### config.mk
export PLATFORM = sky130hd
export DESIGN_NAME = pid_dbfd_div
export DESIGN_NICKNAME = d
export VERILOG_FILES = /design/src/rtl/pid_dbfd_pkg.sv /design/src/rtl/pid_dbfd_div.sv
export VERILOG_INCLUDE_DIRS = /design/src /design/src/rtl
export SDC_FILE = /design/constraint.sdc
export NUM_CORES = 1
export LEC_CHECK = 0
export BUFFER_PORTS_ARGS = -buffer_cell sky130_fd_sc_hd__buf_4
export CAP_MARGIN = 20
export CORE_ASPECT_RATIO = 1.1
export CORE_UTILIZATION = 55
export CTS_CLUSTER_SIZE = 16
export DETAILED_ROUTE_END_ITERATION = 12
export GPL_TIMING_DRIVEN = 0
export MAX_ROUTING_LAYER = met4
export PLACE_DENSITY = 0.91
export SLEW_MARGIN = 20
export SYNTH_ARGS = -nofsm -noshare
export SYNTH_HDL_FRONTEND = slang
export SYNTH_SLANG_ARGS = --single-unit
### constraint.sdc
create_clock -name clk_i -period 5.7 [get_ports clk_i]
set_input_delay 1.425 -clock clk_i [delete_from_list [all_inputs] [get_ports clk_i]]
set_output_delay 1.425 -clock clk_i [all_outputs]
set_load 0.005 [all_outputs]
### src/rtl/pid_with_deadband_filtered_derivative_macros.svh
// Assertion macros for the PID controller block.
// Used by pid_dbfd_div and pid_with_deadband_filtered_derivative; needs nothing else.
`ifndef PID_WITH_DEADBAND_FILTERED_DERIVATIVE_MACROS_SVH
`define PID_WITH_DEADBAND_FILTERED_DERIVATIVE_MACROS_SVH

// Clocked check, off while reset is asserted.
`define PID_DBFD_ASSERT(name, clk, rst_n, prop, msg) \
  name: assert property (@(posedge clk) disable iff (!rst_n) (prop)) \
    else $error(msg);

// Clocked check, also active during reset.
`define PID_DBFD_ASSERT_ALWAYS(name, clk, prop, msg) \
  name: assert property (@(posedge clk) (prop)) \
    else $error(msg);

`endif

### src/rtl/pid_dbfd_pkg.sv
// Shared types and constants for the PID controller block.
// Used by pid_dbfd_div and the top level; depends on nothing.
`default_nettype none

package pid_dbfd_pkg;

  localparam int ALPHA_Q16     = 19661;
  localparam int Q16_ONE       = 65536;
  localparam int MS_PER_S      = 1000;
  localparam int DIV_STEP_BITS = 2;

  localparam int DATA_W  = 32;
  localparam int DT_W    = 16;
  localparam int DVD_W   = 48;
  localparam int DVS_W   = 16;
  localparam int QUOT_W  = DVD_W + 1;
  localparam int PADDR_W = 5;

  localparam logic signed [31:0] DRIVE_MIN_RST = -32'sd11796480;
  localparam logic signed [31:0] DRIVE_MAX_RST = 32'sd11796480;
  localparam logic signed [31:0] ACCUM_MIN_RST = -32'sd6553600;
  localparam logic signed [31:0] ACCUM_MAX_RST = 32'sd6553600;

  typedef enum logic [2:0] {
    REG_GAIN_P    = 3'd0,
    REG_GAIN_I    = 3'd1,
    REG_GAIN_D    = 3'd2,
    REG_DRIVE_MIN = 3'd3,
    REG_DRIVE_MAX = 3'd4,
    REG_ACCUM_MIN = 3'd5,
    REG_ACCUM_MAX = 3'd6,
    REG_DEAD_ZONE = 3'd7
  } reg_idx_e;

  typedef struct packed {
    logic signed [31:0] target;
    logic signed [31:0] sensed;
    logic [15:0]        elapsed_ms;
    logic               restart;
  } in_item_t;

  typedef struct packed {
    logic signed [31:0] drive;
    logic signed [31:0] p_part;
    logic signed [31:0] i_part;
    logic signed [31:0] d_part;
    logic signed [31:0] last_err;
  } out_item_t;

  typedef struct packed {
    logic             start;
    logic             neg;
    logic [DVD_W-1:0] dividend;
    logic [DVS_W-1:0] divisor;
  } div_req_t;

  typedef struct packed {
    logic                     busy;
    logic signed [QUOT_W-1:0] quot;
  } div_rsp_t;

endpackage

`default_nettype wire

### src/rtl/pid_dbfd_div.sv
// Iterative unsigned divider with sign fixup, StepBits quotient bits per cycle.
// Depends on pid_dbfd_pkg and the block's assertion macros.
`default_nettype none
`include "pid_with_deadband_filtered_derivative_macros.svh"

module pid_dbfd_div #(
  parameter int StepBits = pid_dbfd_pkg::DIV_STEP_BITS
) (
  input  wire                         clk_i,
  input  wire                         rst_ni,
  input  wire pid_dbfd_pkg::div_req_t req_i,
  output pid_dbfd_pkg::div_rsp_t      rsp_o
);

  localparam int DvdW  = pid_dbfd_pkg::DVD_W;
  localparam int DvsW  = pid_dbfd_pkg::DVS_W;
  localparam int QuotW = pid_dbfd_pkg::QUOT_W;
  localparam int Steps = (DvdW + StepBits - 1) / StepBits;
  localparam int PadW  = Steps * StepBits;
  localparam int CntW  = $clog2(Steps + 1);

  logic            busy_q, busy_d;
  logic            neg_q, neg_d;
  logic [CntW-1:0] cnt_q, cnt_d;
  logic [DvsW-1:0] dvs_q, dvs_d;
  logic [DvsW-1:0] rem_q, rem_d;
  logic [PadW-1:0] quo_q, quo_d;

  logic [DvsW-1:0] rem_w;
  logic [DvsW:0]   trial;
  logic [PadW-1:0] quo_w;
  logic [QuotW-1:0] mag;

  always_comb begin
    rem_w = rem_q;
    quo_w = quo_q;
    trial = '0;
    for (int k = 0; k < StepBits; k++) begin
      trial = {rem_w, quo_w[PadW-1]};
      quo_w = {quo_w[PadW-2:0], 1'b0};
      if (trial >= {1'b0, dvs_q}) begin
        trial    = trial - {1'b0, dvs_q};
        quo_w[0] = 1'b1;
      end
      rem_w = trial[DvsW-1:0];
    end
  end

  always_comb begin
    busy_d = busy_q;
    neg_d  = neg_q;
    cnt_d  = cnt_q;
    dvs_d  = dvs_q;
    rem_d  = rem_q;
    quo_d  = quo_q;
    if (busy_q) begin
      rem_d = rem_w;
      quo_d = quo_w;
      cnt_d = cnt_q - CntW'(1);
      if (cnt_q == '0) begin
        busy_d = 1'b0;
      end
    end else if (req_i.start) begin
      busy_d = 1'b1;
      neg_d  = req_i.neg;
      cnt_d  = CntW'(Steps - 1);
      dvs_d  = req_i.divisor;
      rem_d  = '0;
      quo_d  = PadW'(req_i.dividend);
    end
  end

  always_ff @(posedge clk_i or negedge rst_ni) begin
    if (!rst_ni) begin
      busy_q <= 1'b0;
      neg_q  <= 1'b0;
      cnt_q  <= '0;
      dvs_q  <= '0;
      rem_q  <= '0;
      quo_q  <= '0;
    end else begin
      busy_q <= busy_d;
      neg_q  <= neg_d;
      cnt_q  <= cnt_d;
      dvs_q  <= dvs_d;
      rem_q  <= rem_d;
      quo_q  <= quo_d;
    end
  end

  assign mag        = {1'b0, quo_q[DvdW-1:0]};
  assign rsp_o.busy = busy_q;
  assign rsp_o.quot = neg_q ? $signed(-mag) : $signed(mag);

  `PID_DBFD_ASSERT(a_div_run_holds, clk_i, rst_ni, (busy_q && cnt_q != '0) |=> busy_q,
                   "divider stopped before its last step")
  `PID_DBFD_ASSERT(a_div_ends_on_last, clk_i, rst_ni, $fell(busy_q) |-> ($past(cnt_q) == '0),
                   "divider ended early")
  `PID_DBFD_ASSERT(a_div_loads, clk_i, rst_ni,
                   (req_i.start && !busy_q) |=> (busy_q && cnt_q == CntW'(Steps - 1)),
                   "divider did not load on start")

endmodule

`default_nettype wire

---- After elaboration in Yosys (flattened, before gate mapping) ----
Cells that the tools add are included.
storage, ports and cells
  flip-flop bits (word level) ............. 87
  input bits .............................. 68
  output and inout bits ................... 50
  word-level logic and storage cells ...... 30
operators by class
  add/sub/neg operators ................... 4
  $lt $le $gt $ge ......................... 2
  mux-type cells .......................... 14
  bitwise operators ....................... 1
  reduce and logical (&&, ||, !) cells .... 3
operators by type and width
  cell                                                                number
  48-bit 2-to-1 mux                                                   2
  16-bit 2-to-1 mux                                                   4
  49-bit 2-to-1 mux                                                   1
  48-bit negator with 49-bit output                                   1
  17-bit by 16-bit >= comparator with 1-bit output                    2
  16-bit subtractor                                                   2
  5-bit 2-to-1 mux                                                    2
  5-bit zero test                                                     1
  1-bit 2-to-1 mux                                                    5
  5-bit by 1-bit subtractor with 5-bit output, second input constant  1
  2-bit AND reduction                                                 1
  2-bit nonzero test                                                  1
  1-bit NOT                                                           1

---- Depth between registers and ports, before layout ----
  depth after elaboration ................. 5
  gate-level depth with buffers ........... 20
  mapped depth without buffers ............ 19

---- Least setup slack after synthesis ----
No wires, ideal clock.
  path kind ............................... register to register
  from .................................... reg dvs_q[1]
  to ...................................... reg rem_q[10]
  library setup time ...................... 126 ps
  data arrival time ....................... 5156 ps
  data required time ...................... 5574 ps
  path slack .............................. 418 ps
  cell stages (with the launch flop) ...... 20
  cell sequence ........................... dfrtp_1 -> inv_1 -> ha_1 -> nor2b_1 -> o31ai_1 -> a21oi_1 -> o21a_1 -> nor2_1 -> clkbuf_1 -> o21ai_0 -> ha_1 -> a21o_1 -> or3_1 -> o221a_2 -> a2111oi_0 -> o21ai_0 -> a221oi_1 -> clkbuf_1 -> a211oi_1 -> a221o_1
on the way
  longest elaborated chain between the ends .. 5
  elaborated cells between the ends (all ways) .. 7
  classes of those cells .................. add/sub (2); order compare (2); mux (3)
ends and longest elaborated chain
  item                                                                                          RTL line                                RTL
  start, declared                                                                               pid_dbfd_div.sv:25                      logic [DvsW-1:0] dvs_q, dvs_d;
  start signal, assigned                                                                        pid_dbfd_div.sv:85                      dvs_q <= dvs_d;
  16-bit subtractor / 17-bit by 16-bit >= comparator with 1-bit output (equally long branches)  pid_dbfd_div.sv:42, pid_dbfd_div.sv:41
  16-bit 2-to-1 mux                                                                             pid_dbfd_div.sv:41                      if (trial >= {1'b0, dvs_q}) begin
  16-bit subtractor / 17-bit by 16-bit >= comparator with 1-bit output (equally long branches)  pid_dbfd_div.sv:42, pid_dbfd_div.sv:41
  16-bit 2-to-1 mux *                                                                           pid_dbfd_div.sv:41
  16-bit 2-to-1 mux *                                                                           pid_dbfd_div.sv:56                      if (busy_q) begin
  end signal, assigned                                                                          pid_dbfd_div.sv:86                      rem_q <= rem_d;
  end, declared                                                                                 pid_dbfd_div.sv:26                      logic [DvsW-1:0] rem_q, rem_d;
Mark *: on every way between the ends. The rest lies on a longest branch, timed or not.
A chain may end at the register's enable or synchronous reset.

==> key figures <==
Outcome
  – Outcome: completed

Drt
  – Via count: 6649
  – First DRT Iteration DRCs: 692
  – Post-DRT Antenna Nets: 0
  – WL per Instance: 19.3 um
  – Final WL: 20.1 mm
  – Drc violations: 0
  – Drt via density: 6.37
  – Detailed Routing Iterations Pass 1: 7

Place
  – Placed inst area: 0.00765 mm2
  – DPL Wire Length: 14.0 mm
  – Routability cong.: 0.982
  – I/O Buffers: 116

Min path
  – Hold Crit Endpoint: cnt_q[0]
  – Hold Crit Class: flop to flop
  – Hold path cells: 1
  – Hold path start: cnt_q[0]

STA
  – RSZ-0062 raised after global routing: no
  – Slew margin rel.: 0.452
  – Least-Margin Pin Slew: 0.822 ns
  – Max Slew Vio Count: 0
  – Maximum operating frequency: 177 MHz
  – Final Hold Vio Count: 0
  – Crit path time final: 5.64 ns
  – Final period util: 0.990
  – Clk_skew: 0.00631 ns
  – # setup viols final: 0

Synth
  – Mapped Nets: 860
  – Post-synth EDFFs: 0
  – FFs w/ async S/R, synth: 1.00
  – Post-synth cell types: 54
  – Area of the mapped netlist: 0.00659 mm2
  – Number of synthesized register bits: 87
  – Synth warnings: 0
  – Main synth FF type: dfrtp_1
  – Gate Count Post-Synth: 755
  – Avg Inst Size Synth: 8.73 um2
  – Seq/Total Area, Yosys: 0.330

Critical path
  – Reg-to-Reg Start: rem_q[9]
  – Critical Path RT: 4.28 ns
  – CP Class: flop to primary output
  – Crit end category: primary output
  – R2R Setup Slk: 0.14 ns
  – Crit-path max FO: 8
  – Reg-to-reg endpoint: rem_q[12]
  – Reg2reg path depth: 18
  – Startpoint types: flop
  – Crit path DAT: 4.22 ns

Finish
  – Most frequent cells in the layout: buf_4 (124), nand2_1 (95), o21ai_0 (85), dfrtp_1 (85), xnor2_1 (62)
  – Diode count: 0
  – Most common cell after layout, fill and taps aside: buf_4
  – NumNets Final: 993
  – Layout cells sized above 1: 0.196
  – Post-route design area: 0.00809 mm2
  – Area grow syn2layout: 22.8%

Die
  – Die W: 106 um
  – Initial Util: 0.568
  – Row cnt: 41
  – Die area: 0.0124 mm2
  – Die H: 117 um
  – IO Count: 118
  – Core ar.: 0.0116 mm2

Global route
  – Total congestion overflow: 0
  – First-pass GRT wire length: 31.4 mm
  – Gr usage total: 0.336
  – Vias in the first global route: 6247
  – Initial antenna violation count: 0
  – Pin count of the biggest net entering global routing: 88

Clock tree
  – Reg clk slew, reported paths: 0.07 ns
  – Num CTS Buffers: 9
  – Clock Latency Late Sink: 0.36 ns
  – CTS tree: built
  – Root buffer cell: clkbuf_16
  – Clock Sinks: 87
  – H-tree depth: 3
  – Clock Tree Buf Depth: 2
  – Hold_buf cts: 0

Flow run
  – Max-cap violations: 0
-- logic make-up (layout without fill, tap and decap cells) --
group | Yosys count | in the layout | share of synthesized area
flip-flops | 87 | 87 | 0.330
XOR/XNOR | 73 | 73 | 0.0970
buffers and inverters | 77 | 215 | 0.0461
AO/OA/AOI/OAI | 220 | 220 | 0.215
multiplexers | 58 | 58 | 0.0896
adder cells (fa/ha/maj) | 37 | 37 | 0.0725
AND/OR/NAND/NOR | 203 | 203 | 0.149
-- final cells by class --
class	instances	area (um2)
Buffer	40	165
Clock buffer	9	225
Clock inverter	7	86.3
Fill cell	891	3500
Inverter	36	135
Multi-Input combinational cell	591	4190
Sequential cell	87	2180
Tap cell	150	188
Timing Repair Buffer	123	927
-- cell usage after synthesis, types with 4 or more instances --
master | count | area, um2
nand2_1 | 95 | 357
a21oi_1 | 37 | 185
xor2_1 | 10 | 87.6
and3_1 | 8 | 50.1
or3_1 | 6 | 37.5
a21o_1 | 10 | 75.1
a311o_1 | 5 | 50.1
o311ai_0 | 7 | 61.3
nand4_1 | 11 | 68.8
nand3_1 | 10 | 50.1
o21ai_0 | 85 | 425
ha_1 | 35 | 438
a211oi_1 | 10 | 75.1
nor2_1 | 22 | 82.6
o21a_1 | 7 | 52.6
o31ai_1 | 17 | 128
nor3_1 | 22 | 110
o32ai_1 | 4 | 35.0
nor4_1 | 4 | 25.0
o41ai_1 | 11 | 96.3
mux2i_1 | 50 | 500
or4_4 | 7 | 78.8
dfrtp_1 | 87 | 2180
xnor2_1 | 63 | 552
inv_1 | 36 | 135
mux2_2 | 8 | 90.1
nand2b_1 | 10 | 62.6
clkbuf_1 | 37 | 139
-- stage by stage --
stage	setup TNS, ns	utilization	instances	worst slack, ns	hold WS [ns]
6_report	0	0.698	1043	0.0566	0.503
5_1_grt	0	0.698	1043	0.0140	0.554
4_1_cts	0	0.692	1040	0.00267	0.506
3_5_place_dp	-17.10	0.660	1021	-1.25	0.497
3_3_place_gp	-14.22	0.660	1021	-1.07	0.487
2_1_floorplan	0	-	755	0.418	0.469
-- worst max-delay path, cell delays in order, from the launching register on --
cell     delay, ns
dfrtp_2       0.44
or4_4         0.51
or4_4         0.45
or4_4         0.48
or4_4         0.45
or4_4         0.50
or4_4         0.48
o41a_1        0.39
buf_4         0.15
-- how the worst max path moves through the flow --
stage | start | endpoint | depth (start not counted)
after global routing | dvs_q[1] | rem_q[12] | 18
final | quo_q[9] | rsp_o[48] | 8
after CTS | quo_q[9] | rsp_o[42] | 10
after floorplan | dvs_q[1] | rem_q[10] | 19
after global placement | rem_q[6] | rem_q[10] | 18
after detailed placement | dvs_q[7] | rem_q[10] | 19
-- layer usage --
metal  routed length (um)  up-vias  GRT usage
met5                    0        -          -
met3                 1680       93     0.0532
met2                 9260      402      0.513
li1                     -     3033          -
met4                 1030        0      0.202
met1                 8150     3121      0.424
-- sequential cells by signal (all words and copies together), names as in the netlist --
signal / count
dvs_q: 16
rem_q: 16
quo_q: 48
busy_q: 1
cnt_q: 5
neg_q: 1
-- repair_timing --
| item | in CTS | in global routing |
|---|---|---|
| pin swaps | 3 | 0 |
| gates resized for setup | 12 | 9 |
| buffers inserted | 3 | 4 |
| setup endpoints to repair | 20 | 20 |
Power is left out: the tool's default activity adds up to more than one toggle a clock period on the data nets, which glitch-free logic cannot reach.
